### src/heat_stencil_update_assert.svh
// Assertion macros for the heat stencil update block.
`ifndef HEAT_STENCIL_UPDATE_ASSERT_SVH
`define HEAT_STENCIL_UPDATE_ASSERT_SVH

// Condition holds at every clock edge out of reset.
`define HSU_ASSERT_ALWAYS(label, clk, rst_n, cond, msg) \
  label: assert property (@(posedge clk) disable iff (!rst_n) (cond)) else $error(msg);

// Consequent holds in the cycle after the antecedent.
`define HSU_ASSERT_NEXT(label, clk, rst_n, ante, cons, msg) \
  label: assert property (@(posedge clk) disable iff (!rst_n) (ante) |=> (cons)) \
    else $error(msg);

`endif

### src/hsu_pkg.sv
// Shared constants and types of the heat stencil update block.
`default_nettype none

package hsu_pkg;

  localparam int MAX_COLS_DEF   = 1024;
  localparam int MAX_ROWS_DEF   = 4096;
  localparam int VALUE_BITS_DEF = 32;

  // Q0.16 coefficients
  localparam int COEF_BITS = 16;

  localparam int CFG_IDX_BITS = 2;
  localparam logic [CFG_IDX_BITS-1:0] CFG_COEF_V    = 2'd0;
  localparam logic [CFG_IDX_BITS-1:0] CFG_COEF_H    = 2'd1;
  localparam logic [CFG_IDX_BITS-1:0] CFG_GRID_ROWS = 2'd2;
  localparam logic [CFG_IDX_BITS-1:0] CFG_GRID_COLS = 2'd3;

  // center and left taps of the window row
  localparam int WIN_TAPS = 2;

  // result queue entries, power of two
  localparam int OUT_DEPTH = 16;

  typedef struct packed {
    logic first;
    logic second;
  } hsu_push_t;

endpackage

`default_nettype wire

### src/hsu_tap_cell.sv
// One tap of the stencil window row: load or shift from the neighbor.
`default_nettype none

module hsu_tap_cell import hsu_pkg::*; #(
  parameter int WIDTH = VALUE_BITS_DEF
) (
  input  logic             clk,
  input  logic             en,
  input  logic             load,
  input  logic [WIDTH-1:0] load_d,
  input  logic [WIDTH-1:0] shift_d,
  output logic [WIDTH-1:0] q
);

  logic [WIDTH-1:0] q_r;
  logic [WIDTH-1:0] q_nxt;

  always_comb begin
    q_nxt = q_r;
    if (en) begin
      q_nxt = load ? load_d : shift_d;
    end
  end

  always_ff @(posedge clk) begin
    q_r <= q_nxt;
  end

  assign q = q_r;

endmodule

`default_nettype wire

### config.mk
export PLATFORM = sky130hd
export DESIGN_NAME = hsu_tap_cell
export DESIGN_NICKNAME = d
export VERILOG_FILES = /design/src/heat_stencil_update_assert.svh /design/src/hsu_pkg.sv /design/src/hsu_tap_cell.sv
export SDC_FILE = /design/constraint.sdc
export NUM_CORES = 1
export LEC_CHECK = 0
export BUFFER_PORTS_ARGS = -buffer_cell sky130_fd_sc_hd__buf_2
export CAP_MARGIN = 20
export CORE_MARGIN = 2
export CORE_UTILIZATION = 37
export CTS_CLUSTER_SIZE = 25
export DETAILED_ROUTE_END_ITERATION = 8
export MAX_ROUTING_LAYER = met4
export PLACE_DENSITY = 0.84
export SETUP_SLACK_MARGIN = 0.15
export SLEW_MARGIN = 40
export SYNTH_ARGS = -nofsm -noshare
export SYNTH_HDL_FRONTEND = slang
export SYNTH_SLANG_ARGS = --single-unit
export TNS_END_PERCENT = 20
### constraint.sdc
create_clock -name clk -period 1 [get_ports clk]
set_clock_uncertainty 0.15 [all_clocks]
set_input_delay 0.1 -clock clk [delete_from_list [all_inputs] [get_ports clk]]
set_output_delay 0.1 -clock clk [all_outputs]
set_load 0.01 [all_outputs]
==> results.sh <==
export IMPL_outcome="complete, but fails checks"
export IMPL_failed_checks="negative hold slack, negative setup slack"
export IMPL_fillers=334
export IMPL_die_h_um=67.8
export IMPL_power_density_mw_per_mm2=1460
export IMPL_drtIter0Drc=49
export IMPL_cts_sinks=32
export IMPL_rsz0062_at_grt="true"
export IMPL_met3_usage=0.0683
export IMPL_wl_per_cell_um=12.6
export IMPL_final_cells=224
export IMPL_netlist_area_mm2=0.00151
export IMPL_drt_total_wl_um=2820
export IMPL_hold_viol_final=34
export IMPL_critPathArrivalTime_ns=0.80
export IMPL_synth_top_cell_area_share=0.638
export IMPL_cts_tree="yes"
export IMPL_clk_pin_slew_ns=0.07
export IMPL_setup_viol=32
export IMPL_hold_path_class="in2reg"
export IMPL_antenna_found_initial=0
export IMPL_path_class="reg2out"
export IMPL_seq_area_um2=961
export IMPL_worstPathCellList="buf_2"
export IMPL_synth_top_area_cell="edfxtp_1"
export IMPL_min_period_ns=1.05
export IMPL_ys_warnings_count=0
export IMPL_drtAntennaViolNets=0
export IMPL_die_area_mm2=0.00459
export IMPL_dieWidth_um=67.8
export IMPL_path_buf_inv=1
export IMPL_grt_busiest_layer="met2"
export IMPL_post_place_cells=216
export IMPL_synth_seq_area_share=0.638
export IMPL_postPlaceCellArea_mm2=0.00207
export IMPL_post_place_ws_ns=-0.180
export IMPL_synth_most_common_cell="edfxtp_1"
export IMPL_post_cts_buffers=0
export IMPL_grt_use_met2=0.211
export IMPL_num_rows=23
export IMPL_fin_nets=240
export IMPL_synth_fp_nets=135
export IMPL_worst_slew_pin_slew_ns=0.153
export IMPL_ys_top_cells_by_count="32 x edfxtp_1, 30 x mux2_4, 3 x buf_12, 2 x mux2_2, 1 x buf_6"
export IMPL_num_vias=979
export IMPL_leakage_nw=1.03
export IMPL_synth_cell_types=5
export IMPL_core_area_mm2=0.00397
export IMPL_ios=99
export IMPL_largest_register_ffs=32
export IMPL_start_util=0.379
export IMPL_fin_ws_ns=-0.0521
export IMPL_syn_to_final_growth_pct=43.1
export IMPL_drv_cap=0
export IMPL_syn_inst=68
export IMPL_grt_overflow_total=0
export IMPL_drcViolationCount=0
export IMPL_dr_pass1_iters=2
export IMPL_clockRootBuffer="clkbuf_8"
export IMPL_grt_pass1_vias=939
export IMPL_synth_edf_count=32
export IMPL_multi_input_area_um2=473
export IMPL_grt_pass1_wl_um=4020
export IMPL_cp_end_kind="output pin"
export IMPL_synth_main_ff_cell="edfxtp_1"
export IMPL_synthArstFlopShare=0
export IMPL_grt_start_max_net_pins=21
export IMPL_track_usage=0.128
export IMPL_critPathTopFamily="flip-flops"
export IMPL_critPathMaxStageDelay_ns=0.38
export IMPL_post_route_period_util=1.05
export IMPL_cts_buffers_inserted=5
export IMPL_drive_above_1_share=0.799
export IMPL_ys_seq_elements=32
export IMPL_fin_area_mm2=0.00215
export IMPL_syn_area_per_cell_um2=22.1
export IMPL_synth_area_leaders="edfxtp_1 64%, mux2_4 30%, buf_12 4.0%"
export IMPL_total_power_mw=3.14
export IMPL_h_tree_depth=2
export IMPL_slowest_stage="edfxtp_1"
export IMPL_hold_ws_ns=-0.0301
export IMPL_grtUsageMet1=0.128
export IMPL_timing_fmax_ghz=0.950
export IMPL_gp_congestion=0.689
export IMPL_cts_buffer_depth=2
export IMPL_via_per_inst=4.37
export IMPL_slew_viol_final=0
export IMPL_irDropWorstVdd_v=0.000874
export IMPL_cp_start_kind="register"
export IMPL_port_buffer_count=98
export IMPL_antenna_cells=0
export IMPL_worstPathMaxFanout=1
export IMPL_required_ns=0.75
export IMPL_relSlewSlack=0.898
## final timing paths
check                        from  cells past startpoint              end  slack [ns]
setup / recovery  q[26]$_DFFE_PP_                      1            q[26]       -0.05
hold / removal        shift_d[11]                      2  q[11]$_DFFE_PP_       -0.03
## power breakdown
group | internal [mW] | switching, mW | total (mW)
Sequential | 1.62 | 0.0266 | 1.65
Combinational | 0.346 | 0.228 | 0.574
Clock | 0.484 | 0.429 | 0.913
## cell type report
| cell class | instances | share of cell area |
|---|---|---|
| tap | 50 | 0.0291 |
| multi-input combinational | 32 | 0.220 |
| clock buffer | 7 | 0.0354 |
| clock inverter | 1 | 0.00174 |
| timing repair buffer | 102 | 0.268 |
| sequential | 32 | 0.446 |
## through the flow
step,setup TNS (ns),utilization
after floorplan,-1.34,-
after global placement,-4.59,0.520
after detailed placement,-4.87,0.520
after CTS,-1.27,0.541
after global routing,-2.13,0.542
final,-0.771,0.542
## kinds of logic after synthesis
family	Yosys count	synth area share
flops	32	0.638
buf+inv	4	0.0474
mux	32	0.314
## layout by cell type (no fill, tap or decap), drive strengths merged
master / n
clkbuf: 7
clkinv: 1
edfxtp: 32
buf: 102
mux2: 32
## what timing repair did
item | 4_1_cts | 5_1_grt
resized for setup | 1 | 1
endpoints found under the setup margin | 53 | 34
endpoints found under the hold margin | 34 | 34
pin swaps | 0 | 0
## layer usage
metal	share of wire	routed length, um
met5	0	0
met4	0.0060	17
met3	0.11	310
met2	0.52	1460
met1	0.37	1030
No activity file was read; power rests on OpenSTA's default activity.
