File: config.mk
export PLATFORM = sky130hd
export DESIGN_NAME = hsu_out_fifo
export DESIGN_NICKNAME = d
export VERILOG_FILES = /design/src/heat_stencil_update_assert.svh /design/src/hsu_pkg.sv /design/src/hsu_out_fifo.sv
export SDC_FILE = /design/constraint.sdc
export NUM_CORES = 1
export LEC_CHECK = 0
export BUFFER_PORTS_ARGS = -buffer_cell sky130_fd_sc_hd__buf_2
export CAP_MARGIN = 20
export CORE_AREA = 5 5 290 292
export CTS_CLUSTER_DIAMETER = 30
export DETAILED_ROUTE_END_ITERATION = 6
export DIE_AREA = 0 0 295 297
export PLACE_DENSITY = 0.86
export SETUP_SLACK_MARGIN = 0.3
export SLEW_MARGIN = 25
export SYNTH_ARGS = -nofsm -noshare
export SYNTH_HDL_FRONTEND = slang
export SYNTH_SLANG_ARGS = --single-unit
File: constraint.sdc
create_clock -name clk -period 6.62 [get_ports clk]
set_input_delay 1.986 -clock clk [delete_from_list [all_inputs] [get_ports clk]]
set_output_delay 1.986 -clock clk [all_outputs]
set_load 0.01 [all_outputs]
File: src/heat_stencil_update_assert.svh
// Assertion macros for the heat stencil update block.
`ifndef HEAT_STENCIL_UPDATE_ASSERT_SVH
`define HEAT_STENCIL_UPDATE_ASSERT_SVH

// Condition holds at every clock edge out of reset.
`define HSU_ASSERT_ALWAYS(label, clk, rst_n, cond, msg) \
  label: assert property (@(posedge clk) disable iff (!rst_n) (cond)) else $error(msg);

// Consequent holds in the cycle after the antecedent.
`define HSU_ASSERT_NEXT(label, clk, rst_n, ante, cons, msg) \
  label: assert property (@(posedge clk) disable iff (!rst_n) (ante) |=> (cons)) \
    else $error(msg);

`endif

File: src/hsu_pkg.sv
// Shared constants and types of the heat stencil update block.
`default_nettype none

package hsu_pkg;

  localparam int MAX_COLS_DEF   = 1024;
  localparam int MAX_ROWS_DEF   = 4096;
  localparam int VALUE_BITS_DEF = 32;

  // Q0.16 coefficients
  localparam int COEF_BITS = 16;

  localparam int CFG_IDX_BITS = 2;
  localparam logic [CFG_IDX_BITS-1:0] CFG_COEF_V    = 2'd0;
  localparam logic [CFG_IDX_BITS-1:0] CFG_COEF_H    = 2'd1;
  localparam logic [CFG_IDX_BITS-1:0] CFG_GRID_ROWS = 2'd2;
  localparam logic [CFG_IDX_BITS-1:0] CFG_GRID_COLS = 2'd3;

  // center and left taps of the window row
  localparam int WIN_TAPS = 2;

  // result queue entries, power of two
  localparam int OUT_DEPTH = 16;

  typedef struct packed {
    logic first;
    logic second;
  } hsu_push_t;

endpackage

`default_nettype wire

File: src/hsu_out_fifo.sv
// Result queue: up to two writes and one read per cycle.
`default_nettype none

module hsu_out_fifo import hsu_pkg::*; #(
  parameter int WIDTH = 55,
  parameter int DEPTH = OUT_DEPTH,
  localparam int PTR_W = $clog2(DEPTH),
  localparam int LVL_W = $clog2(DEPTH + 1)
) (
  input  logic             clk,
  input  logic             rst_n,
  input  hsu_push_t        push,
  input  logic [WIDTH-1:0] wdata0,
  input  logic [WIDTH-1:0] wdata1,
  output logic             rd_valid,
  input  logic             rd_ready,
  output logic [WIDTH-1:0] rdata,
  output logic [LVL_W-1:0] level
);

  logic [WIDTH-1:0] mem_r [DEPTH];
  logic [PTR_W-1:0] wp_r, wp_nxt;
  logic [PTR_W-1:0] rp_r, rp_nxt;
  logic [LVL_W-1:0] level_r, level_nxt;
  logic [PTR_W-1:0] wp_next_slot;
  logic             pop;
  logic [1:0]       push_cnt;

  assign pop          = rd_valid && rd_ready;
  assign push_cnt     = {1'b0, push.first} + {1'b0, push.second};
  assign wp_next_slot = PTR_W'(wp_r + 1'b1);

  for (genvar i = 0; i < DEPTH; i++) begin : g_slot
    always_ff @(posedge clk) begin
      if (push.first && (wp_r == PTR_W'(i))) begin
        mem_r[i] <= wdata0;
      end else if (push.second && (wp_next_slot == PTR_W'(i))) begin
        mem_r[i] <= wdata1;
      end
    end
  end

  always_comb begin
    wp_nxt    = PTR_W'(wp_r + PTR_W'(push_cnt));
    rp_nxt    = pop ? PTR_W'(rp_r + 1'b1) : rp_r;
    level_nxt = LVL_W'(level_r + LVL_W'(push_cnt) - LVL_W'(pop));
  end

  always_ff @(posedge clk) begin
    if (!rst_n) begin
      wp_r    <= '0;
      rp_r    <= '0;
      level_r <= '0;
    end else begin
      wp_r    <= wp_nxt;
      rp_r    <= rp_nxt;
      level_r <= level_nxt;
    end
  end

  assign rd_valid = (level_r != '0);
  assign rdata    = mem_r[rp_r];
  assign level    = level_r;

endmodule

`default_nettype wire

==> flow_metrics.tcl, run 1 <==
set metrics [dict create \
    status "completed" \
    drtIter0Drc 3304 \
    via_per_inst 6.86 \
    dieArea_sq_um 87600 \
    synth_top_area_share_pct 58.6 \
    clkLatencyLatePin_ns 0.75 \
    powerDensity_nw_per_um2 344 \
    holdWs_ns 0.516 \
    cap_violations 0 \
    grtUsageTotal_pct 28.5 \
    worst_ep_required_time_ns 4.63 \
    crit_fanout 91 \
    fin_skew_ns 0.0200 \
    routed.top_layer "met5" \
    critPathKind "flip-flop to primary output" \
    cts_root_buf "clkbuf_16" \
    synth-main-ff-cell "edfxtp_1" \
    cts_inserted_buffers 153 \
    io_pins 176 \
    antenna_found_initial 26 \
    crit_path_start_kind "flip-flop" \
    vias 26700 \
    wl_met2_microns 61000 \
    synth_cell_types 47 \
    ff2ff_path_depth 5 \
    finalCriticalPeriod_ns 5.08 \
    place.gp.congestion 0.779 \
    drive_gt1_share_pct 57.7 \
    layout_setup_ws_ns 1.54 \
    cts-hold-fix-buffers 0 \
    relSlewSlack_pct 25.8 \
    ys_ff_latch 897 \
    fmax_mhz 197 \
    drt-total-wl_microns 126000 \
    clkPwrFrac_pct 43.9 \
    yosys_warnings 0 \
    die_h_microns 297 \
    wire_per_inst_microns 32.3 \
    reg2reg_to "mem_r[8][13]" \
    min_path_type "flip-flop to flip-flop" \
    layout_common_cells "edfxtp_1, mux2_2, mux4_2" \
    ff2ff_setup_slack_ns 3.04 \
    slowest_stage "mux4_2" \
    p_sw_mw 4.85 \
    cts_buffer_depth 3 \
    start_util_pct 55.4 \
    cts_tree "done" \
    tightest_slew_ns 1.11 \
    multi_input_area_sq_um 17000 \
    sequentialPowerShare_pct 37.5 \
    die_w_microns 295 \
    setup.worst_path.end "rdata[27]" \
    fillers 5053 \
    seqCellArea_sq_um 26800 \
    syn_nets 2685 \
    first_pass_iters 5 \
    met1_length_microns 44400 \
    io_buffers 175 \
    htreeDepth 4 \
    async_reset_ff_share_pct 0 \
    core_sq_um 81300 \
    post_cts_resized 0 \
    path_cells "buf_12, mux4_2, a22oi_1, nand2_1, buf_2" \
    clkTransAtPathRegs_ns 0.05 \
    worst_setup_path_end_kind "primary output" \
    hold_start "rp_r[1]" \
    ys_seq_area_share_pct 59.4 \
    synth-edff-count 880 \
    hold_viol_final 0 \
    drtAntennaViolNets 0 \
    syn-cell-area_sq_um 45100 \
    post_cts_buffers 0 \
    avgSynthCellArea_sq_um 17.6 \
    wl_met3_microns 14500 \
    synth_area_leaders "edfxtp_1, mux2_2, mux4_2" \
    grt_pass1_wl_microns 185000 \
    final_util_pct 63.9 \
    placed_cell_area_sq_um 46700 \
    pwr-share-comb_pct 18.6 \
    switching_share_pct 27.1 \
    grt_pass1_vias 28300 \
    worst_ep_arrival_time_ns 3.10 \
    dp.cells 3587 \
    area_growth_pct 15.3 \
    setup_violations 0 \
    grt-ovfl-total 0 \
    worst_path_largest_cell_delay_ns 0.59 \
    layout_commonest_cell "edfxtp_1" \
    grt_max_degree 92 \
    critPathBufInv 2 \
    total_power_mw 17.9 \
    place_ws_ns 2.12 \
    setup_tns_ns 0 \
    synthCells 2557 \
    fin_crit_sh_pct 76.8 \
    cts.sinks 897 \
    finalInstanceArea_sq_um 52000 \
    num_rows 105 \
    rsz0062_at_grt "false" \
    critPathTopFamily "buffers and inverters" \
    ir_drop_mv 0.344 \
    place_hpwl_microns 63000 \
    report.final.slew_viol_count 0 \
    crit-reg2reg-launch "wp_r[2]" \
    drcViolationCount 0 \
    finalNetCount 2802 \
    cp.depth 5 \
    leakage_nw 17.1 \
    finalNonFillerCells 3889 \
    p_int_mw 13.0 \
    yosys.area.top_type "edfxtp_1" \
]
[tightest hold or removal path, stage by stage, from the launching register on]
cell and delay [ns]:
dfxtp_1 0.32, nand2_1 0.05, a21boi_0 0.10
[state kept, by name, summed over array words and instances, names as in the netlist, named ones only]
name / cells
rp_r: 4
mem_r: 880
level: 5
wp_r: 4
[cell type report]
| type | count | area share, % |
|---|---|---|
| Sequential cell | 897 | 51.5 |
| Antenna cell | 18 | 0.0866 |
| Multi-Input combinational cell | 1374 | 32.7 |
| Clock inverter | 110 | 2.44 |
| Clock buffer | 172 | 7.54 |
| Timing Repair Buffer | 234 | 3.05 |
| Tap cell | 1070 | 2.58 |
| Inverter | 14 | 0.101 |
[worst min-delay path by stage]
stage | endpoint | depth (start not counted) | slack, ns
floorplan | flip-flop | 2 | 0.48
global placement | flip-flop | 2 | 0.48
detailed placement | flip-flop | 2 | 0.52
CTS | flip-flop | 2 | 0.53
global route | flip-flop | 2 | 0.59
finish | flip-flop | 2 | 0.52
[power groups by stage]
stage / sequential (mW) / clock, mW / combinational, mW
CTS: 6.69 / 7.87 / 3.34
detailed placement: 6.79 / 0 / 3.29
global placement: 6.77 / 0 / 3.21
finish: 6.69 / 7.84 / 3.33
global route: 6.71 / 8.17 / 3.54
floorplan: 6.75 / 0 / 2.37
[logic make-up after synthesis]
family	Yosys count	synth area share [%]
simple gates	133	1.58
buf+inv	286	3.39
fa+ha+maj	13	0.394
mux	1100	33.2
compound gates	121	1.98
flops	897	59.4
xor+xnor	7	0.136
[metal layers]
layer  up-vias  GRT usage, %
met2      1903          45.0
met4        24          12.2
met1     13700          37.4
li1      10600             -
met5         -             0
met3       407          7.85
[synth_stat cells (2+ instances only)]
cell type,n
edfxtp_1,880
mux2_2,843
mux4_2,220
clkbuf_1,152
a22oi_1,110
nand2_1,64
buf_2,59
buf_6,39
mux2_4,22
dfxtp_1,17
mux2_1,15
nor2_1,14
inv_1,13
ha_1,11
and2_1,10
buf_1,9
buf_4,7
nand2b_1,7
clkbuf_8,6
nor2b_1,6
xnor2_1,6
a21oi_1,5
nor2_4,5
nor3_1,5
nand3_1,3
a21o_1,2
and2b_1,2
and3_1,2
fa_1,2
nand2_2,2
nor2_2,2
nor3_4,2
(Power assumes the default switching activity.)
==> inputs of run 2 (changes only) <==
--- a/config.mk
+++ b/config.mk
@@ -7,11 +7,11 @@
 export LEC_CHECK = 0
 export BUFFER_PORTS_ARGS = -buffer_cell sky130_fd_sc_hd__buf_2
 export CAP_MARGIN = 20
-export CORE_AREA = 5 5 290 292
+export CORE_AREA = 5 5 276 278
 export CTS_CLUSTER_DIAMETER = 30
 export DETAILED_ROUTE_END_ITERATION = 6
-export DIE_AREA = 0 0 295 297
-export PLACE_DENSITY = 0.86
+export DIE_AREA = 0 0 281 283
+export PLACE_DENSITY = 0.89
 export SETUP_SLACK_MARGIN = 0.3
 export SLEW_MARGIN = 25
 export SYNTH_ARGS = -nofsm -noshare
==> constraint.sdc (replaced) <==
create_clock -name clk -period 4.73 [get_ports clk]
set_input_delay 1.419 -clock clk [delete_from_list [all_inputs] [get_ports clk]]
set_output_delay 1.419 -clock clk [all_outputs]
set_load 0.01 [all_outputs]
==> run 2 against run 1 <==
  * Total power grew 42%
  * Die area shrank 9.2%
  * Clock power grew 43%
  * Non-clock buffer count grew 30
  * First-iteration DRC count grew 16%
  * Sequential share of layout area shrank 0.31 points
  * Clock-buffer cell count grew 2
  * Final cell count shrank 1.4%
  * Wire length grew 1.5%
  * Worst hold slack gained 0.020 ns
  * Core utilization grew 7.0 points
  * Sequential cell count is the same
  * Critical endpoint is now rdata[49]
  * Largest power group unchanged
==> flow_metrics.tcl, run 2 (same netlist as run 1, synthesis figures left out) <==
set metrics [dict create \
    fin_skew_ns 0.0176 \
    hold_viol_final 0 \
    worst_setup_path_end_kind "primary output" \
    grt-ovfl-total 0 \
    ff2ff_setup_slack_ns 1.64 \
    grt_pass1_wl_microns 188000 \
    worst_path_largest_cell_delay_ns 0.68 \
    final_util_pct 71.0 \
    largest_register "mem_r" \
    grtUsageTotal_pct 31.8 \
    setup_violations 0 \
    finalCriticalPeriod_ns 4.36 \
    dp.cells 3517 \
    largest_reg_flops 880 \
    worst_ep_required_time_ns 3.31 \
    critPathTopFamily "flip-flops" \
    cap_violations 0 \
    report.final.slew_viol_count 0 \
    leakage_nw 17.3 \
    layout_commonest_cell "edfxtp_1" \
    vias 26900 \
    drt-total-wl_microns 127000 \
    first_pass_iters 5 \
    tightest_slew_ns 0.929 \
    crit_path_start_kind "flip-flop" \
    p_int_mw 18.6 \
    critPathKind "flip-flop to primary output" \
    cts_tree "done" \
    layout_common_cells "edfxtp_1, mux2_2, mux4_2" \
    clkTransAtPathRegs_ns 0.04 \
    via_per_inst 7.02 \
    powerDensity_nw_per_um2 486 \
    num_rows 100 \
    fmax_mhz 229 \
    critPathBufInv 2 \
    drive_gt1_share_pct 58.2 \
    drtAntennaViolNets 0 \
    clkLatencyLatePin_ns 0.74 \
    area_growth_pct 16.0 \
    cts_inserted_buffers 158 \
    start_util_pct 61.2 \
    pwr-share-comb_pct 18.9 \
    status "completed" \
    fin_crit_sh_pct 92.2 \
    place.gp.congestion 0.793 \
    rsz0062_at_grt "false" \
    switching_share_pct 26.9 \
    cts_buffer_depth 3 \
    crit_fanout 85 \
    cts-hold-fix-buffers 0 \
    finalInstanceArea_sq_um 52300 \
    placed_cell_area_sq_um 46900 \
    io_buffers 175 \
    drtIter0Drc 3819 \
    sequentialPowerShare_pct 37.0 \
    ir_drop_mv 0.344 \
    cts.sinks 897 \
    total_power_mw 25.4 \
    finalNetCount 2837 \
    dieArea_sq_um 79500 \
    antenna_found_initial 26 \
    slowest_stage "dfxtp_4" \
    core_sq_um 73700 \
    finalNonFillerCells 3836 \
    path_cells "buf_16, mux4_2, a22oi_1, nand2_1, buf_2" \
    die_h_microns 283 \
    layout_setup_ws_ns 0.370 \
    relSlewSlack_pct 38.1 \
    grt_max_degree 86 \
    worst_ep_arrival_time_ns 2.94 \
    holdWs_ns 0.536 \
    clkPwrFrac_pct 44.1 \
    min_path_type "flip-flop to flip-flop" \
    grt_pass1_vias 28500 \
    cts_root_buf "clkbuf_16" \
    p_sw_mw 6.83 \
    wire_per_inst_microns 33.2 \
    place_hpwl_microns 65200 \
    io_pins 176 \
    setup_tns_ns 0 \
    place_ws_ns 0.955 \
    die_w_microns 281 \
    drcViolationCount 0 \
    htreeDepth 4 \
]
==> run 2: final cells by class <==
type / instances / area (sq um)
clock inverters: 121 / 1260
multi-input cells: 1374 / 17000
clock buffers: 174 / 4070
flip-flops and latches: 897 / 26800
inverters: 14 / 52.6
fillers: 3993 / 21400
repair buffers: 264 / 1880
well taps: 969 / 1210
diodes: 23 / 57.6
==> run 2: what timing repair did <==
action,in CTS,in global routing
pin swaps,0,0
gates cloned,0,0
resized for setup,0,2
endpoints found under the setup margin,4,3
buffers inserted,1,0
==> run 2: worst min-delay path, delay by kind of cell (launching register included) <==
kind	cells	cell delay [ns]
flops	1	0.32
compound gates	1	0.11
simple gates	1	0.06
==> run 2: worst paths after layout <==
path | to | depth (start not counted) | startpoint
hold reg to reg | flip-flop | 2 | rp_r[1]
setup reg to reg | level[4] | 14 | level[2]
hold / removal | flip-flop | 2 | rp_r[1]
setup / recovery | rdata[49] | 5 | flip-flop
==> run 2: per-layer routing <==
layer / track usage, % / part of all wire [%] / vias to the layer above
met3: 8.50 / 12 / 441
met4: 14.9 / 4.8 / 10
met2: 50.8 / 49 / 2076
met5: 0 / 0.057 / -
met1: 41.1 / 34 / 13700
li1: - / - / 10700
==> run 2: power groups by stage <==
stage	Sequential (mW)	Clock (mW)	Combinational [mW]
after floorplan	9.44	0	3.33
after global placement	9.52	0	4.54
after detailed placement	9.55	0	4.67
after CTS	9.39	11.2	4.79
after global routing	9.41	11.7	5.06
final	9.39	11.2	4.81
